## src/sv/obbot_pkg.sv

```systemverilog
package obbot_pkg;

  localparam int TW = 16;
  localparam int XW = 33;
  localparam int ZW = 25;
  localparam int CORDIC_STG = 4;
  localparam int CORDIC_PER_STG = 4;
  localparam int CORDIC_LAT = CORDIC_STG + 1;
  localparam int UW = 2 * TW + 1;
  localparam int NAX = 4;

  localparam logic signed [XW-1:0] CORDIC_X0 = 33'sd652032874;
  localparam logic signed [XW-1:0] RND_HALF = 33'sd32768;

  localparam logic [1:0] QUAD_0 = 2'd0;
  localparam logic [1:0] QUAD_1 = 2'd1;
  localparam logic [1:0] QUAD_2 = 2'd2;
  localparam logic [1:0] QUAD_3 = 2'd3;

  typedef logic signed [TW-1:0] trig_t;

  function automatic logic signed [ZW-1:0] atan_turn(input int i);
    logic signed [ZW-1:0] a;
    case (i)
      0: a = 25'sd2097152;
      1: a = 25'sd1238021;
      2: a = 25'sd654136;
      3: a = 25'sd332050;
      4: a = 25'sd166669;
      5: a = 25'sd83416;
      6: a = 25'sd41718;
      7: a = 25'sd20860;
      8: a = 25'sd10430;
      9: a = 25'sd5215;
      10: a = 25'sd2608;
      11: a = 25'sd1304;
      12: a = 25'sd652;
      13: a = 25'sd326;
      14: a = 25'sd163;
      15: a = 25'sd81;
      default: a = '0;
    endcase
    return a;
  endfunction

endpackage

```

## src/sv/obbot_cordic.sv

```systemverilog
module obbot_cordic
  import obbot_pkg::*;
#(
  parameter int ANGLE_BITS = 16
) (
  input  logic                  clk,
  input  logic                  en,
  input  logic [ANGLE_BITS-1:0] angle_i,
  output trig_t                 cos_o,
  output trig_t                 sin_o
);

  logic signed [XW-1:0] x_r [CORDIC_STG];
  logic signed [XW-1:0] y_r [CORDIC_STG];
  logic signed [ZW-1:0] z_r [CORDIC_STG];
  logic [1:0]           q_r [CORDIC_STG];
  trig_t                cos_r, sin_r;
  trig_t                cos_nxt, sin_nxt;
  logic [23:0]          a24;

  assign a24 = 24'(angle_i) << (24 - ANGLE_BITS);

  for (genvar g = 0; g < CORDIC_STG; g++) begin : g_stg
    logic signed [XW-1:0] x_i, y_i, x_nxt, y_nxt;
    logic signed [ZW-1:0] z_i, z_nxt;
    logic [1:0]           q_i;

    if (g == 0) begin : g_first
      assign x_i = CORDIC_X0;
      assign y_i = '0;
      assign z_i = ZW'(a24[21:0]);
      assign q_i = a24[23:22];
    end else begin : g_rest
      assign x_i = x_r[g-1];
      assign y_i = y_r[g-1];
      assign z_i = z_r[g-1];
      assign q_i = q_r[g-1];
    end

    always_comb begin
      logic signed [XW-1:0] xv, yv, dxv, dyv;
      logic signed [ZW-1:0] zv;
      xv = x_i;
      yv = y_i;
      zv = z_i;
      for (int j = 0; j < CORDIC_PER_STG; j++) begin
        dxv = yv >>> (g * CORDIC_PER_STG + j);
        dyv = xv >>> (g * CORDIC_PER_STG + j);
        if (zv >= 0) begin
          xv = xv - dxv;
          yv = yv + dyv;
          zv = zv - atan_turn(g * CORDIC_PER_STG + j);
        end else begin
          xv = xv + dxv;
          yv = yv - dyv;
          zv = zv + atan_turn(g * CORDIC_PER_STG + j);
        end
      end
      x_nxt = xv;
      y_nxt = yv;
      z_nxt = zv;
    end

    always_ff @(posedge clk) begin
      if (en) begin
        x_r[g] <= x_nxt;
        y_r[g] <= y_nxt;
        z_r[g] <= z_nxt;
        q_r[g] <= q_i;
      end
    end
  end

  // round to q1.14 then fold in the quadrant
  always_comb begin
    logic signed [XW-1:0] xs, ys;
    trig_t                xr, yr;
    xs = x_r[CORDIC_STG-1] + RND_HALF;
    ys = y_r[CORDIC_STG-1] + RND_HALF;
    xr = xs[TW+15:16];
    yr = ys[TW+15:16];
    case (q_r[CORDIC_STG-1])
      QUAD_0: begin
        cos_nxt = xr;
        sin_nxt = yr;
      end
      QUAD_1: begin
        cos_nxt = -yr;
        sin_nxt = xr;
      end
      QUAD_2: begin
        cos_nxt = -xr;
        sin_nxt = -yr;
      end
      default: begin
        cos_nxt = yr;
        sin_nxt = -xr;
      end
    endcase
  end

  always_ff @(posedge clk) begin
    if (en) begin
      cos_r <= cos_nxt;
      sin_r <= sin_nxt;
    end
  end

  assign cos_o = cos_r;
  assign sin_o = sin_r;

endmodule
```

## config.mk

```make
export PLATFORM = sky130hd
export DESIGN_NAME = obbot_cordic
export DESIGN_NICKNAME = d
export VERILOG_FILES = /design/src/sv/obbot_pkg.sv /design/src/sv/obbot_cordic.sv
export SDC_FILE = /design/constraint.sdc
export NUM_CORES = 2
export LEC_CHECK = 0
export ABC_CLOCK_PERIOD_IN_PS = 15200
export CORE_MARGIN = 2
export CORE_UTILIZATION = 41
export DETAILED_ROUTE_END_ITERATION = 8
export DONT_BUFFER_PORTS = 1
export PLACE_DENSITY = 0.68
export SYNTH_ARGS = -nofsm -noshare
export SYNTH_HDL_FRONTEND = slang
export SYNTH_SLANG_ARGS = --single-unit
```

## constraint.sdc

```tcl
create_clock -name clk -period 15.2 [get_ports clk]
set_input_delay 3.04 -clock clk [delete_from_list [all_inputs] [get_ports clk]]
set_output_delay 3.04 -clock clk [all_outputs]
set_load 0.01 [all_outputs]
```

---- Word-level counts from Yosys, hierarchy flattened ----
Memories as Yosys holds them, arrays and structs flattened.
Index checks and enable logic that the tools add are counted.
W data, S select, Z words.
storage, ports and cells
  register bits ........................... 32
  bits in writable memories ............... 372
  input port bits ......................... 18
  word-level logic and storage cells ...... 204
  memories ................................ 4
operators by class
  $add $sub $neg .......................... 96
  magnitude comparators ................... 16
  equality and inequality tests ........... 2
  muxes and demuxes ....................... 83
  reductions and logical operators ........ 1
memory list
  memory  depth  width  rd ports  clocked after Yosys merged registers in  write ports  line                source
  x_r     4      33     4         0                                        4            obbot_cordic.sv:13  logic signed [XW-1:0] x_r [CORDIC_STG];
  y_r     4      33     4         0                                        4            obbot_cordic.sv:14  logic signed [XW-1:0] y_r [CORDIC_STG];
  z_r     4      25     3         0                                        4            obbot_cordic.sv:15  logic signed [ZW-1:0] z_r [CORDIC_STG];
  q_r     4      2      4         0                                        4            obbot_cordic.sv:16  logic [1:0] q_r [CORDIC_STG];
operators by type and width
  operator               count
  $mux W25               48
  $mux W33               31
  $add A25 B25 Y25       15
  $ge A25 B1 Y1 const B  15
  $sub A25 B25 Y25       15
  $pmux W16 S3           2
  $add A33 B18 Y33       2
  $add A33 B19 Y33       2
  $add A33 B20 Y33       2
  $add A33 B21 Y33       2
  $add A33 B22 Y33       2
  $add A33 B23 Y33       2
  $add A33 B24 Y33       2
  $add A33 B25 Y33       2
  $add A33 B26 Y33       2
  $add A33 B27 Y33       2
  $add A33 B28 Y33       2
  $add A33 B29 Y33       2
  $add A33 B30 Y33       2
  $add A33 B31 Y33       2
  $sub A33 B18 Y33       2
  $sub A33 B19 Y33       2
  $sub A33 B20 Y33       2
  $sub A33 B21 Y33       2
  23 further kinds       36

---- Depth between registers and ports, before layout ----
An unclocked memory read counts as a cell.
  word-level depth ........................ 17
  gate-level depth with buffers ........... 68

---- Worst setup path after synthesis ----
OpenSTA, ideal clock, no wires.
  kind .................................... reg2reg
  start point ............................. mem z_r[2][24]
  end point ............................... mem x_r[3][28], data pin
  library setup time ...................... 0.258 ns
  data arrival time ....................... 14.672 ns
  setup slack ............................. 0.270 ns
  stages on the path, launching flop included .. 58
  period minus slack after synthesis ...... 14.930 ns
  path through ............................ edfxtp_1 > clkbuf_1 > inv_1 > clkbuf_1 > ha_1 > a21oi_1 > o21ai_0 > nor4_1 > nor4_1 > o31a_1 > a22o_1 > o21ai_0 > a21boi_0 > a21oi_1 > inv_1 > clkbuf_1 > ha_1 > a21oi_1 > (+22 left out) > or3_1 > or3_1 > nor4_1 > a21oi_1 > xor2_1 > ha_1 > a21o_1 > a21o_1 > a221o_1 > a31o_2 > a31oi_1 > nor4b_1 > o21a_1 > o21a_1 > o21a_1 > or2_2 > a21oi_1 > xnor2_1
RTL lines
  what             line
  start, declared  obbot_cordic.sv:15
  end, declared    obbot_cordic.sv:13

==> flow_summary.ini <==
[sta]
finClkSkew_ns = 0.07080
finalCriticalPeriod_ns = 14.57
slew_headroom_pct = 12.60
hold_ws_ns = 0.4200
rsz0062_at_grt = yes
setup_violations = 0
worst_pin_slew_ns = 1.311
drv_slew = 0
post-route-period-util_pct = 95.85
max_clock_freq_ghz = 0.06864
hold_viol = 0

[detailed_routing]
ant_nets = 0
drc = 0
viasPerCell = 5.922
vias = 73880
drtIter0Drc = 5565
drt-pass1-iter-count = 7
post_drt_wl_per_cell_microns = 19.39
wirelength_microns = 241900

[die]
core_sq_um = 184800
rows = 158
start_util_pct = 41.17
top_level_ports = 50
die_x_microns = 434.8
die_h_microns = 434.8
die_area_sq_um = 189100

[global_route]
grt_pass1_wl_microns = 379400
antenna_found_initial = 4
grt_max_degree = 340
overflow = 0
grtUsageTotal_pct = 24.28
grt_pass1_vias = 70450

[synth]
syn_area_per_cell_sq_um = 7.779
synthMostInstantiatedCell = ha_1
synth_top_area_cell = ha_1
ys_types = 110
synthArstFlopShare_pct = 0
syn_area_sq_um = 76100
ys_seq_area_share_pct = 13.38
yosysWarnings = 0
synth_top_area_share_pct = 18.69
synth_flop_cell = edfxtp_1
ys_top_cells_by_area = ha_1, edfxtp_1, xnor2_1, a21oi_1, xor2_1
synthTopCellsByCount = ha_1, xnor2_1, a21oi_1, nor2_1, o21ai_0
synth-seq-cells = 339
synth_edf_count = 339
netlist_instances = 9783

[flow_run]
maxCapViolations = 0

[critical_path]
crit_path_frequent_cell = a21o_1
cpPeakStageDelay_ns = 0.76
cp_slowest_cell = or4b_2
startpoint = x_r[2][18]
critical_path_class = flop to flop
cp_max_fo = 8
worstPathArrival_ns = 14.97
cp-end-kind = flop
startpoint_type = flop
cp.required_ns = 15.60
r2r-start = x_r[2][18]

[placed_design]
dp.final_hpwl_microns = 201200
gp_congestion = 1.014
numPortBuffers = 0

[clock_tree]
clk_pin_slew_worst_paths_ns = 0.06
insertion_delay_ns = 0.70
numCtsBuffers = 44
cts_tree = yes
cts-root-to-sink-buffers = 3
cts_sinks = 339
cts_max_level = 2
cts_root_buf = clkbuf_16
ctsHoldBuffers = 0

[outcome]
outcome = finished clean

[final_layout]
drive_gt1_share_pct = 7.014
fillers = 18360
nets = 11150
syn2layout_area_growth_pct = 9.008

[min_path]
hp-start = q_r[1][1]
holdCritPathClass = flop to flop
[registers in the layout, summed over array words and instances (netlist names)]
register  cells
cos_o        16
z_r          70
q_r           8
sin_o        16
y_r         114
x_r         115
[what timing repair did]
action	CTS	global route
setup buffers	0	40
endpoints found under the setup margin	0	50
resized for setup	0	132
[per-layer routing]
layer | part of all wire, % | up-vias | global-route usage [%]
met3 | 5.0 | 458 | 2.428
li1 | - | 36510 | -
met1 | 43 | 34890 | 29.92
met5 | 0.0054 | - | 0
met2 | 48 | 2017 | 43.39
met4 | 4.2 | 2 | 9.048
[stage by stage]
step,cells,util [%],TNS [ns],instance area [sq um],worst slack [ns]
final,12480,44.88,0,82960,0.6310
after global routing,12470,44.88,-0.2713,82950,-0.09848
after CTS,12430,44.41,0,82090,0.05752
after detailed placement,12350,43.63,0,80650,0.09639
after global placement,12350,43.63,0,80650,0.1646
after floorplan,9784,-,0,76110,0.2701
[final timing paths]
| check | slack [ns] | end | cells past startpoint |
|---|---|---|---|
| worst min register to register | 0.42 | q_r[2][1] | 0 |
| worst max register to register | 0.63 | x_r[3][27] | 62 |
| worst max-delay path | 0.63 | x_r[3][27] | 62 |
| worst min-delay path | 0.42 | q_r[2][1] | 0 |
[worst max-delay path, delay by kind of cell, from the launching register on]
kind | cells | cell delay, ns
flip-flops | 1 | 0.39
AND/OR/NAND/NOR | 17 | 4.37
AO/OA/AOI/OAI | 30 | 5.91
multiplexers | 1 | 0.09
adder cells (fa/ha/maj) | 4 | 1.45
buffers and inverters | 6 | 0.99
XOR/XNOR | 4 | 1.06
[final cells by class]
cell class                      instances  area [sq um]  area share [%]
Antenna cell                            2         5.005        0.006033
Clock buffer                           48          1116           1.345
Clock inverter                         33         325.3          0.3921
Inverter                              494          1873           2.258
Multi-Input combinational cell       8764         63960           77.09
Sequential cell                       339         10180           12.27
Tap cell                             2480          3103           3.740
Timing Repair Buffer                  316          2400           2.893
[cells by family after synthesis]
logic type / count (synthesis) / synth area share (%)
buf+inv: 681 / 3.374
flops: 339 / 13.38
fa+ha+maj: 1169 / 19.53
simple gates: 2850 / 18.19
other cells: 1 / 0.004927
mux: 109 / 1.703
xor+xnor: 1438 / 16.68
compound gates: 3196 / 27.13
[cells in the final DEF, fill, tap and decap left out, types with 46 or more instances in the layout]
| cell type | instances |
|---|---|
| a211oi_1 | 98 |
| a21boi_0 | 47 |
| a21o_1 | 387 |
| a21oi_1 | 923 |
| a31oi_1 | 101 |
| and2_1 | 50 |
| and3_1 | 95 |
| buf_4 | 311 |
| edfxtp_1 | 339 |
| ha_1 | 1134 |
| inv_1 | 481 |
| mux2i_1 | 51 |
| nand2_1 | 592 |
| nand2b_1 | 152 |
| nand3_1 | 196 |
| nand4_1 | 62 |
| nor2_1 | 913 |
| nor2b_1 | 122 |
| nor3_1 | 243 |
| nor4_1 | 46 |
| o211ai_1 | 65 |
| o21a_1 | 194 |
| o21ai_0 | 615 |
| o21bai_1 | 161 |
| o31ai_1 | 126 |
| o41ai_1 | 48 |
| or2_2 | 66 |
| or3_1 | 106 |
| or4_1 | 54 |
| xnor2_1 | 944 |
| xor2_1 | 481 |
Power is not shown: default switching activity piles up to over one toggle a cycle in this logic, so the estimate is an artifact.
